$ cat config.mk
export PLATFORM = sky130hd
export DESIGN_NAME = adaptive_morse_timing_decoder_unit
export DESIGN_NICKNAME = d
export VERILOG_FILES = /design/src/rtl/amtd_pkg.sv /design/src/rtl/amtd_ram.sv /design/src/rtl/amtd_div.sv /design/src/rtl/amtd_datapath.sv /design/src/rtl/amtd_ctrl.sv /design/src/rtl/adaptive_morse_timing_decoder_unit.sv
export SDC_FILE = /design/constraint.sdc
export NUM_CORES = 1
export LEC_CHECK = 0
export BUFFER_PORTS_ARGS = -buffer_cell sky130_fd_sc_hd__buf_2
export CORE_ASPECT_RATIO = 0.7
export CORE_MARGIN = 10
export CORE_UTILIZATION = 32
export DETAILED_ROUTE_END_ITERATION = 7
export MAX_ROUTING_LAYER = met4
export SYNTH_ARGS = -nofsm -noshare
export SYNTH_HDL_FRONTEND = slang
export SYNTH_SLANG_ARGS = --single-unit
$ cat constraint.sdc
create_clock -name clk -period 4.1 [get_ports clk]
set_input_delay 0.205 -clock clk [delete_from_list [all_inputs] [get_ports clk]]
set_output_delay 0.205 -clock clk [all_outputs]
set_load 0.03 [all_outputs]
$ cat src/rtl/amtd_pkg.sv
package amtd_pkg;

    // Defaults for the top-level parameters.
    localparam int DEF_WINDOW       = 20;
    localparam int DEF_MAX_ELEMENTS = 10;
    localparam int DEF_RUN_WIDTH    = 16;

    // Fixed widths of the result fields and of the stream data buses.
    localparam int CODE_BITS_W = 10;
    localparam int CODE_LEN_W  = 4;
    localparam int IN_TDATA_W  = 8;
    localparam int OUT_TDATA_W = 16;

    // Commands from the controller to the datapath.
    typedef struct packed {
        logic accept;     // an input transfer completes this cycle
        logic ram_read;   // read the window slot at the head
        logic update;     // update sum, fill and head, write the slot, start the divide
        logic append;     // classify the mark and append the element
        logic emit;       // load the output register and clear the buffer
    } amtd_cmd_t;

    // Status from the datapath to the controller.
    typedef struct packed {
        logic level_change;  // the incoming sample ends the current run
        logic mark_end;      // the run that ends is a mark
        logic gap_emit;      // the gap that ends releases a character
        logic div_done;      // the average is ready this cycle
        logic out_free;      // the output register can take a result
    } amtd_status_t;

endpackage

$ cat src/rtl/amtd_ram.sv
module amtd_ram #(
    parameter int WIDTH = 16,
    parameter int DEPTH = 20,
    parameter int ADDR_W = (DEPTH > 1) ? $clog2(DEPTH) : 1
) (
    input  logic              clk,
    input  logic              wr_en,
    input  logic [ADDR_W-1:0] wr_addr,
    input  logic [WIDTH-1:0]  wr_data,
    input  logic              rd_en,
    input  logic [ADDR_W-1:0] rd_addr,
    output logic [WIDTH-1:0]  rd_data
);

    logic [WIDTH-1:0] mem [DEPTH];

    always_ff @(posedge clk)
    begin
        if (wr_en)
        begin
            mem[wr_addr] <= wr_data;
        end
        if (rd_en)
        begin
            rd_data <= mem[rd_addr];
        end
    end

endmodule

$ cat src/rtl/amtd_div.sv
module amtd_div #(
    parameter int DIVIDEND_W = 21,
    parameter int DIVISOR_W  = 5
) (
    input  logic                  clk,
    input  logic                  rst_n,
    input  logic                  start,
    input  logic [DIVIDEND_W-1:0] dividend,
    input  logic [DIVISOR_W-1:0]  divisor,
    output logic                  done,
    output logic [DIVIDEND_W-1:0] quotient
);

    localparam int CNT_W = $clog2(DIVIDEND_W + 1);

    logic [DIVIDEND_W-1:0] quo_reg, quo_next;
    logic [DIVISOR_W-1:0]  rem_reg, rem_next;
    logic [DIVISOR_W-1:0]  dsr_reg, dsr_next;
    logic [CNT_W-1:0]      cnt_reg, cnt_next;
    logic                  done_reg, done_next;
    logic [DIVISOR_W:0]    shifted;
    logic [DIVISOR_W:0]    trial;

    // One quotient bit per cycle, restoring form. The remainder stays below
    // the divisor, so it fits the divisor width.
    always_comb
    begin
        shifted   = {rem_reg, quo_reg[DIVIDEND_W-1]};
        trial     = shifted - {1'b0, dsr_reg};
        quo_next  = quo_reg;
        rem_next  = rem_reg;
        dsr_next  = dsr_reg;
        cnt_next  = cnt_reg;
        done_next = 1'b0;
        if (start)
        begin
            quo_next = dividend;
            rem_next = '0;
            dsr_next = divisor;
            cnt_next = CNT_W'(DIVIDEND_W);
        end
        else if (cnt_reg != '0)
        begin
            if (shifted >= {1'b0, dsr_reg})
            begin
                rem_next = trial[DIVISOR_W-1:0];
                quo_next = {quo_reg[DIVIDEND_W-2:0], 1'b1};
            end
            else
            begin
                rem_next = shifted[DIVISOR_W-1:0];
                quo_next = {quo_reg[DIVIDEND_W-2:0], 1'b0};
            end
            cnt_next  = cnt_reg - 1'b1;
            done_next = (cnt_reg == CNT_W'(1));
        end
    end

    always_ff @(posedge clk or negedge rst_n)
    begin
        if (!rst_n)
        begin
            cnt_reg  <= '0;
            done_reg <= 1'b0;
        end
        else
        begin
            cnt_reg  <= cnt_next;
            done_reg <= done_next;
        end
    end

    always_ff @(posedge clk)
    begin
        quo_reg <= quo_next;
        rem_reg <= rem_next;
        dsr_reg <= dsr_next;
    end

    assign done     = done_reg;
    assign quotient = quo_reg;

endmodule

$ cat src/rtl/amtd_datapath.sv
module amtd_datapath #(
    parameter int WINDOW       = 20,
    parameter int MAX_ELEMENTS = 10,
    parameter int RUN_WIDTH    = 16
) (
    input  logic                                clk,
    input  logic                                rst_n,
    input  logic                                cfg_we,
    input  logic                                cfg_wdata,
    input  logic                                sample_bit,
    input  amtd_pkg::amtd_cmd_t                 cmd,
    output amtd_pkg::amtd_status_t              status,
    input  logic                                out_ready,
    output logic                                out_valid,
    output logic [amtd_pkg::CODE_BITS_W-1:0]    out_code_bits,
    output logic [amtd_pkg::CODE_LEN_W-1:0]     out_code_length,
    output logic                                out_word_end
);

    import amtd_pkg::*;

    localparam int FILL_W = $clog2(WINDOW + 1);
    localparam int HEAD_W = (WINDOW > 1) ? $clog2(WINDOW) : 1;
    localparam int SUM_W  = RUN_WIDTH + FILL_W;
    localparam int CNT_W  = $clog2(MAX_ELEMENTS + 1);

    logic                 mark_level_reg;
    logic [RUN_WIDTH-1:0] run_reg;
    logic                 last_level_reg;
    logic [RUN_WIDTH-1:0] item_run_reg;
    logic                 word_reg;
    logic [HEAD_W-1:0]    head_reg;
    logic [FILL_W-1:0]    fill_reg;
    logic [SUM_W-1:0]     sum_reg;
    logic [RUN_WIDTH-1:0] avg_reg;
    logic [MAX_ELEMENTS-1:0] pattern_reg;
    logic [CNT_W-1:0]     count_reg;
    logic                 out_valid_reg;
    logic [CODE_BITS_W-1:0] out_bits_reg;
    logic [CODE_LEN_W-1:0]  out_len_reg;
    logic                 out_word_reg;

    logic [RUN_WIDTH-1:0] old_len;
    logic                 full;
    logic [SUM_W-1:0]     sum_next;
    logic [FILL_W-1:0]    fill_next;
    logic [HEAD_W-1:0]    head_next;
    logic [RUN_WIDTH+1:0] avg_x3;
    logic                 div_done;
    logic [SUM_W-1:0]     quotient;
    logic [CODE_BITS_W-1:0] bits_c;
    logic [CODE_LEN_W-1:0]  len_c;

    assign full   = (fill_reg == FILL_W'(WINDOW));
    assign avg_x3 = {1'b0, avg_reg, 1'b0} + {2'b00, avg_reg};

    assign status.level_change = (sample_bit != last_level_reg);
    assign status.mark_end     = (last_level_reg == mark_level_reg);
    assign status.gap_emit     = (count_reg != '0) && (run_reg > avg_reg);
    assign status.div_done     = div_done;
    assign status.out_free     = !out_valid_reg || out_ready;

    always_comb
    begin
        sum_next  = sum_reg + SUM_W'(item_run_reg)
                    - (full ? SUM_W'(old_len) : SUM_W'(0));
        fill_next = full ? fill_reg : fill_reg + 1'b1;
        head_next = (head_reg == HEAD_W'(WINDOW - 1)) ? '0 : head_reg + 1'b1;
    end

    amtd_ram #(
        .WIDTH (RUN_WIDTH),
        .DEPTH (WINDOW)
    ) u_window (
        .clk     (clk),
        .wr_en   (cmd.update),
        .wr_addr (head_reg),
        .wr_data (item_run_reg),
        .rd_en   (cmd.ram_read),
        .rd_addr (head_reg),
        .rd_data (old_len)
    );

    amtd_div #(
        .DIVIDEND_W (SUM_W),
        .DIVISOR_W  (FILL_W)
    ) u_div (
        .clk      (clk),
        .rst_n    (rst_n),
        .start    (cmd.update),
        .dividend (sum_next),
        .divisor  (fill_next),
        .done     (div_done),
        .quotient (quotient)
    );

    // Result fields are cut to their widths; missing high bits read as zero.
    for (genvar i = 0; i < CODE_BITS_W; i++)
    begin : g_bits
        if (i < MAX_ELEMENTS)
        begin : g_have
            assign bits_c[i] = pattern_reg[i];
        end
        else
        begin : g_zero
            assign bits_c[i] = 1'b0;
        end
    end

    for (genvar i = 0; i < CODE_LEN_W; i++)
    begin : g_len
        if (i < CNT_W)
        begin : g_have
            assign len_c[i] = count_reg[i];
        end
        else
        begin : g_zero
            assign len_c[i] = 1'b0;
        end
    end

    always_ff @(posedge clk or negedge rst_n)
    begin
        if (!rst_n)
        begin
            mark_level_reg <= 1'b0;
            run_reg        <= '0;
            last_level_reg <= 1'b0;
            head_reg       <= '0;
            fill_reg       <= '0;
            sum_reg        <= '0;
            avg_reg        <= '0;
            pattern_reg    <= '0;
            count_reg      <= '0;
            out_valid_reg  <= 1'b0;
        end
        else
        begin
            if (cfg_we)
            begin
                mark_level_reg <= cfg_wdata;
            end
            if (cmd.accept)
            begin
                if (status.level_change)
                begin
                    last_level_reg <= sample_bit;
                    run_reg        <= RUN_WIDTH'(1);
                end
                else if (run_reg != {RUN_WIDTH{1'b1}})
                begin
                    run_reg <= run_reg + 1'b1;
                end
            end
            if (cmd.update)
            begin
                sum_reg  <= sum_next;
                fill_reg <= fill_next;
                head_reg <= head_next;
            end
            if (div_done)
            begin
                avg_reg <= quotient[RUN_WIDTH-1:0];
            end
            if (cmd.append)
            begin
                if (count_reg < CNT_W'(MAX_ELEMENTS))
                begin
                    pattern_reg <= pattern_reg
                                   | (MAX_ELEMENTS'(item_run_reg > avg_reg) << count_reg);
                    count_reg   <= count_reg + 1'b1;
                end
                else
                begin
                    pattern_reg <= '0;
                    count_reg   <= '0;
                end
            end
            if (cmd.emit)
            begin
                pattern_reg   <= '0;
                count_reg     <= '0;
                out_valid_reg <= 1'b1;
            end
            else if (out_ready)
            begin
                out_valid_reg <= 1'b0;
            end
        end
    end

    always_ff @(posedge clk)
    begin
        if (cmd.accept)
        begin
            item_run_reg <= run_reg;
            word_reg     <= ({2'b00, run_reg} > avg_x3);
        end
        if (cmd.emit)
        begin
            out_bits_reg <= bits_c;
            out_len_reg  <= len_c;
            out_word_reg <= word_reg;
        end
    end

    assign out_valid       = out_valid_reg;
    assign out_code_bits   = out_bits_reg;
    assign out_code_length = out_len_reg;
    assign out_word_end    = out_word_reg;

endmodule

$ cat src/rtl/amtd_ctrl.sv
module amtd_ctrl (
    input  logic                   clk,
    input  logic                   rst_n,
    input  logic                   in_valid,
    output logic                   in_ready,
    input  amtd_pkg::amtd_status_t status,
    output amtd_pkg::amtd_cmd_t    cmd
);

    import amtd_pkg::*;

    typedef enum logic [5:0] {
        ST_IDLE   = 6'b000001,
        ST_READ   = 6'b000010,
        ST_UPDATE = 6'b000100,
        ST_DIVIDE = 6'b001000,
        ST_APPEND = 6'b010000,
        ST_EMIT   = 6'b100000
    } state_t;

    state_t state_reg, state_next;

    always_comb
    begin
        state_next   = state_reg;
        in_ready     = 1'b0;
        cmd          = '0;
        case (state_reg)
            ST_IDLE:
            begin
                in_ready   = 1'b1;
                cmd.accept = in_valid;
                if (in_valid && status.level_change)
                begin
                    if (status.mark_end)
                    begin
                        state_next = ST_READ;
                    end
                    else if (status.gap_emit)
                    begin
                        state_next = ST_EMIT;
                    end
                end
            end
            ST_READ:
            begin
                cmd.ram_read = 1'b1;
                state_next   = ST_UPDATE;
            end
            ST_UPDATE:
            begin
                cmd.update = 1'b1;
                state_next = ST_DIVIDE;
            end
            ST_DIVIDE:
            begin
                if (status.div_done)
                begin
                    state_next = ST_APPEND;
                end
            end
            ST_APPEND:
            begin
                cmd.append = 1'b1;
                state_next = ST_IDLE;
            end
            ST_EMIT:
            begin
                if (status.out_free)
                begin
                    cmd.emit   = 1'b1;
                    state_next = ST_IDLE;
                end
            end
            default:
            begin
                state_next = ST_IDLE;
            end
        endcase
    end

    always_ff @(posedge clk or negedge rst_n)
    begin
        if (!rst_n)
        begin
            state_reg <= ST_IDLE;
        end
        else
        begin
            state_reg <= state_next;
        end
    end

endmodule

$ cat src/rtl/adaptive_morse_timing_decoder_unit.sv
// Adaptive Morse timing decoder.
// The slave stream takes one tone-detector sample per transfer (one timer
// tick). The block measures run lengths and keeps the average of the last
// WINDOW mark lengths. A mark longer than the average is a dash, otherwise a
// dot, and it is appended to the character buffer. A gap longer than the
// average releases the buffered character on the master stream; tlast is set
// when the gap is also longer than three averages, marking the end of a word.
// cfg_we/cfg_wdata set the detector level that counts as tone (reset: 0);
// write it only while the block is idle.
// Sequencing: a sample that continues a run or ends a gap that releases
// nothing is taken in the idle state and the block stays idle. A sample that
// ends a mark passes through a window memory read, the window update, the
// bit-serial divider that forms the average, and the append. A sample that
// releases a character waits in the emit state for a free output register.
// Results sit in an output register; while it waits for tready the block
// still takes samples, and only a second character stalls in its emit state
// until the first is taken. Reset clears the run, the window average and the
// buffer; the window memory itself is not cleared, and what is read from its
// unused slots is ignored until the window is full.
module adaptive_morse_timing_decoder_unit
#(
    parameter int WINDOW       = amtd_pkg::DEF_WINDOW,
    parameter int MAX_ELEMENTS = amtd_pkg::DEF_MAX_ELEMENTS,
    parameter int RUN_WIDTH    = amtd_pkg::DEF_RUN_WIDTH
) (
    input  logic                               clk,
    input  logic                               rst_n,
    input  logic                               cfg_we,
    input  logic                               cfg_wdata,
    input  logic                               s_axis_tvalid,
    output logic                               s_axis_tready,
    // [0] sample_bit, [7:1] zero
    input  logic [amtd_pkg::IN_TDATA_W-1:0]    s_axis_tdata,
    output logic                               m_axis_tvalid,
    input  logic                               m_axis_tready,
    // [9:0] code_bits, [13:10] code_length, [15:14] zero
    output logic [amtd_pkg::OUT_TDATA_W-1:0]   m_axis_tdata,
    // word_end
    output logic                               m_axis_tlast
);

    import amtd_pkg::*;

    amtd_cmd_t              cmd;
    amtd_status_t           status;
    logic [CODE_BITS_W-1:0] code_bits;
    logic [CODE_LEN_W-1:0]  code_length;

    // The controller sequences each sample; the datapath holds the run, window and buffer state.
    amtd_ctrl u_ctrl (
        .clk      (clk),
        .rst_n    (rst_n),
        .in_valid (s_axis_tvalid),
        .in_ready (s_axis_tready),
        .status   (status),
        .cmd      (cmd)
    );

    amtd_datapath #(
        .WINDOW       (WINDOW),
        .MAX_ELEMENTS (MAX_ELEMENTS),
        .RUN_WIDTH    (RUN_WIDTH)
    ) u_datapath (
        .clk             (clk),
        .rst_n           (rst_n),
        .cfg_we          (cfg_we),
        .cfg_wdata       (cfg_wdata),
        .sample_bit      (s_axis_tdata[0]),
        .cmd             (cmd),
        .status          (status),
        .out_ready       (m_axis_tready),
        .out_valid       (m_axis_tvalid),
        .out_code_bits   (code_bits),
        .out_code_length (code_length),
        .out_word_end    (m_axis_tlast)
    );

    assign m_axis_tdata = {(OUT_TDATA_W - CODE_BITS_W - CODE_LEN_W)'(0), code_length, code_bits};

    // A character is only loaded when the output register can take it.
    a_emit_free: assert property (@(posedge clk) disable iff (!rst_n)
        cmd.emit |-> status.out_free)
        else $error("character loaded over an untaken result");

    // A sample that ends a mark keeps the input closed for the window update.
    a_mark_busy: assert property (@(posedge clk) disable iff (!rst_n)
        (s_axis_tvalid && s_axis_tready && status.level_change && status.mark_end)
        |=> !s_axis_tready)
        else $error("input open during window update");

    // The input stays closed while the average is being formed.
    a_div_busy: assert property (@(posedge clk) disable iff (!rst_n)
        status.div_done |-> !s_axis_tready)
        else $error("input open during divide");

    // A released character holds at least one element.
    a_len_nonzero: assert property (@(posedge clk) disable iff (!rst_n)
        (m_axis_tvalid && (MAX_ELEMENTS < 16)) |-> (code_length != '0))
        else $error("empty character released");

endmodule
==> reports/results.tsv <==
metric	value	unit
outcome	finished, final reports clean	
track_usage	0.1273	
core	0.06983	mm²
final.period_utilization	0.9491	
synth_edf_count	394	
syn_area	0.02258	mm²
cp.arrival	4.24	ns
seq_area_frac_synth	0.6304	
drive_gt1_frac	0.1837	
irDropWorstVdd	0.3449	mV
hold_class	input pin to async pin	
ys_ff_latch	491	
synth_top_area_frac	0.5240	
dp_cells	2520	
fmax	257.0	MHz
setup_viol	0	
numCtsBuffers	49	
syn_area_per_cell	14.56	µm²
synthArstFlopShare	0.1874	
io_buffer_count	23	
placed_area	0.02430	mm²
crit_path_end_kind	flip-flop	
leakage	9.796	nW
fin_crit	3.891	ns
area_delta_synth_final	15.86	%
worstReg2RegStart	u_datapath.fill_reg[1]	
top_level_ports	33	
cts-root-buf	clkbuf_16	
drc	0	
layout_common_cells	edfxtp_1 (394), nand2_1 (116), inv_1 (115)	
drt-wirelength-per-cell	19.70	µm
antenna_found_initial	1	
grt_max_degree	63	
viasPerCell	5.081	
clk_latency	0.60	ns
finClkSkew	0.01868	ns
power_density	674.3	mW/mm²
dieArea	0.08175	mm²
fin_cells	2622	
htree_num_levels	2	
synthTopCellsByArea	edfxtp_1 (52%), dfrtp_1 (10%), mux4_2 (8.0%)	
cp-startpoint	u_datapath.fill_reg[1]	
fin_nets	1801	
cts_tree	built	
final_common_cell	edfxtp_1	
slew_viol_final	0	
dp_hpwl	35110	µm
required	4.45	ns
fp.dieH	242.2	µm
drv_cap	0	
synth_cell_types	70	
routed_wl	51660	µm
cts.sinks	491	
firstDrtPassIters	5	
finish.instance_area	0.02616	mm²
hold_viol	0	
antenna_left	0	
start_util	0.3234	
maxSlewHeadroom	0.1998	
grt_pass1_wl	79450	µm
grt_pass1_vias	13430	
gp_congestion	0.8500	
clock_path_buffers	3	
drt_iter0_drc	1156	
rsz0062_at_grt	false	
fp.dieW	337.5	µm
largest_reg_flops	320	
worst_hold_slack	0.2627	ns
synth_largest_area_cell	edfxtp_1	
ys.flop_type	edfxtp_1	
grt_overflow	0	
final.setup.worst_slack	0.2088	ns
synth_warnings	0	
netlist_instances	1551	
place_ws	-0.2410	ns
clkTransAtPathRegs	0.07	ns
antenna_cells	0	
critPathMaxFanout	6	
via_count	13320	
path_class	flip-flop to flip-flop	
row_count	81	
cp-start-kind	flip-flop	
worst_pin_slew	1.188	ns
routing by layer:
layer | global-route usage | up-vias | share of wire
met4 | 0.03208 | 0 | 0.019
met1 | 0.1918 | 6819 | 0.50
li1 | - | 6087 | -
met5 | - | - | 0
met3 | 0.01870 | 66 | 0.054
met2 | 0.1765 | 351 | 0.42
critical path, stage by stage, from the launching register on:
cell and delay, ns:
dfrtp_1 0.37, inv_1 0.07, ha_2 0.19, and4b_4 0.25, and2_1 0.18, fa_1 0.48
inv_1 0.08, fa_1 0.46, a21o_1 0.19, a41o_1 0.25, o311ai_2 0.26, buf_4 0.19
nand2b_1 0.06, a21oi_1 0.18, xor2_1 0.18, nor2_1 0.08, a21o_1 0.18
power by group:
part,internal [mW],switching [mW],leakage (nW)
Sequential,6.15,0.646,4.79
Combinational,2.87,3.26,4.19
Clock,2.79,1.93,0.812
Total,11.8,5.83,9.80
logic make-up (layout without fill, tap and decap cells):
| logic type | count (synthesis) | in the layout | share of synthesized area |
|---|---|---|---|
| compound gates | 239 | 239 | 0.06877 |
| xor+xnor | 51 | 51 | 0.01978 |
| fa+ha+maj | 119 | 119 | 0.07193 |
| buf+inv | 169 | 325 | 0.02887 |
| flops | 491 | 491 | 0.6304 |
| mux | 124 | 124 | 0.1006 |
| other cells | 1 | 2 | 0.0001661 |
| simple gates | 357 | 358 | 0.07946 |
final timing paths:
path	slack [ns]	cells after the start	endpoint
max in group asynchronous	2.84	3	u_ctrl.state_reg[0]
worst min register to register	0.43	0	u_datapath.out_word_end
worst max register to register	0.21	16	u_datapath.u_div.quotient[12]
worst max-delay path	0.21	16	u_datapath.u_div.quotient[12]
min in group clk	0.39	3	u_datapath.mark_level_reg
worst min-delay path	0.26	2	u_datapath.out_valid
through the flow:
stage / setup TNS (ns) / utilization / power, mW
finish: 0 / 0.3747 / 17.64
CTS: 0 / 0.3734 / 17.64
detailed placement: -1.461 / 0.3480 / 12.80
global placement: -0.3448 / 0.3480 / 12.62
floorplan: 0 / - / 10.90
global route: 0 / 0.3747 / 18.72
Yosys cell counts (all sizes together) (5+ instances only):
master / number
edfxtp: 394
nand2: 117
inv: 115
ha: 101
dfrtp: 91
mux4: 80
o21ai: 78
nor2: 62
a21oi: 45
clkbuf: 36
a21o: 35
and2: 32
nor3: 29
xnor2: 29
mux2: 23
nand3: 22
xor2: 22
mux2i: 21
fa: 18
nand4: 17
a221o: 16
buf: 16
o21a: 15
nor2b: 14
and3: 12
nand2b: 11
or3: 8
a211oi: 7
o211ai: 7
a21boi: 6
a2111oi: 5
and4: 5
dfxtp: 5
nand3b: 5
nor4: 5
area by class of cell:
class                   instances  area, µm²
fillers                      6523      43670
flip-flops and latches        491      14240
multi-input cells             893       7781
clock buffers                  63       1320
well taps                     913       1142
repair buffers                116      858.3
inverters                     117      440.4
clock inverters                29      375.4
what timing repair did:
action,in CTS,in global routing
buffers inserted,0,2
endpoints found under the setup margin,18,16
pin swaps,0,5
gates resized for setup,5,12
hold buffers,7,0
gates cloned,0,1
endpoints found under the hold margin,64,0
Note: power is estimated with default switching activity, not from simulation.
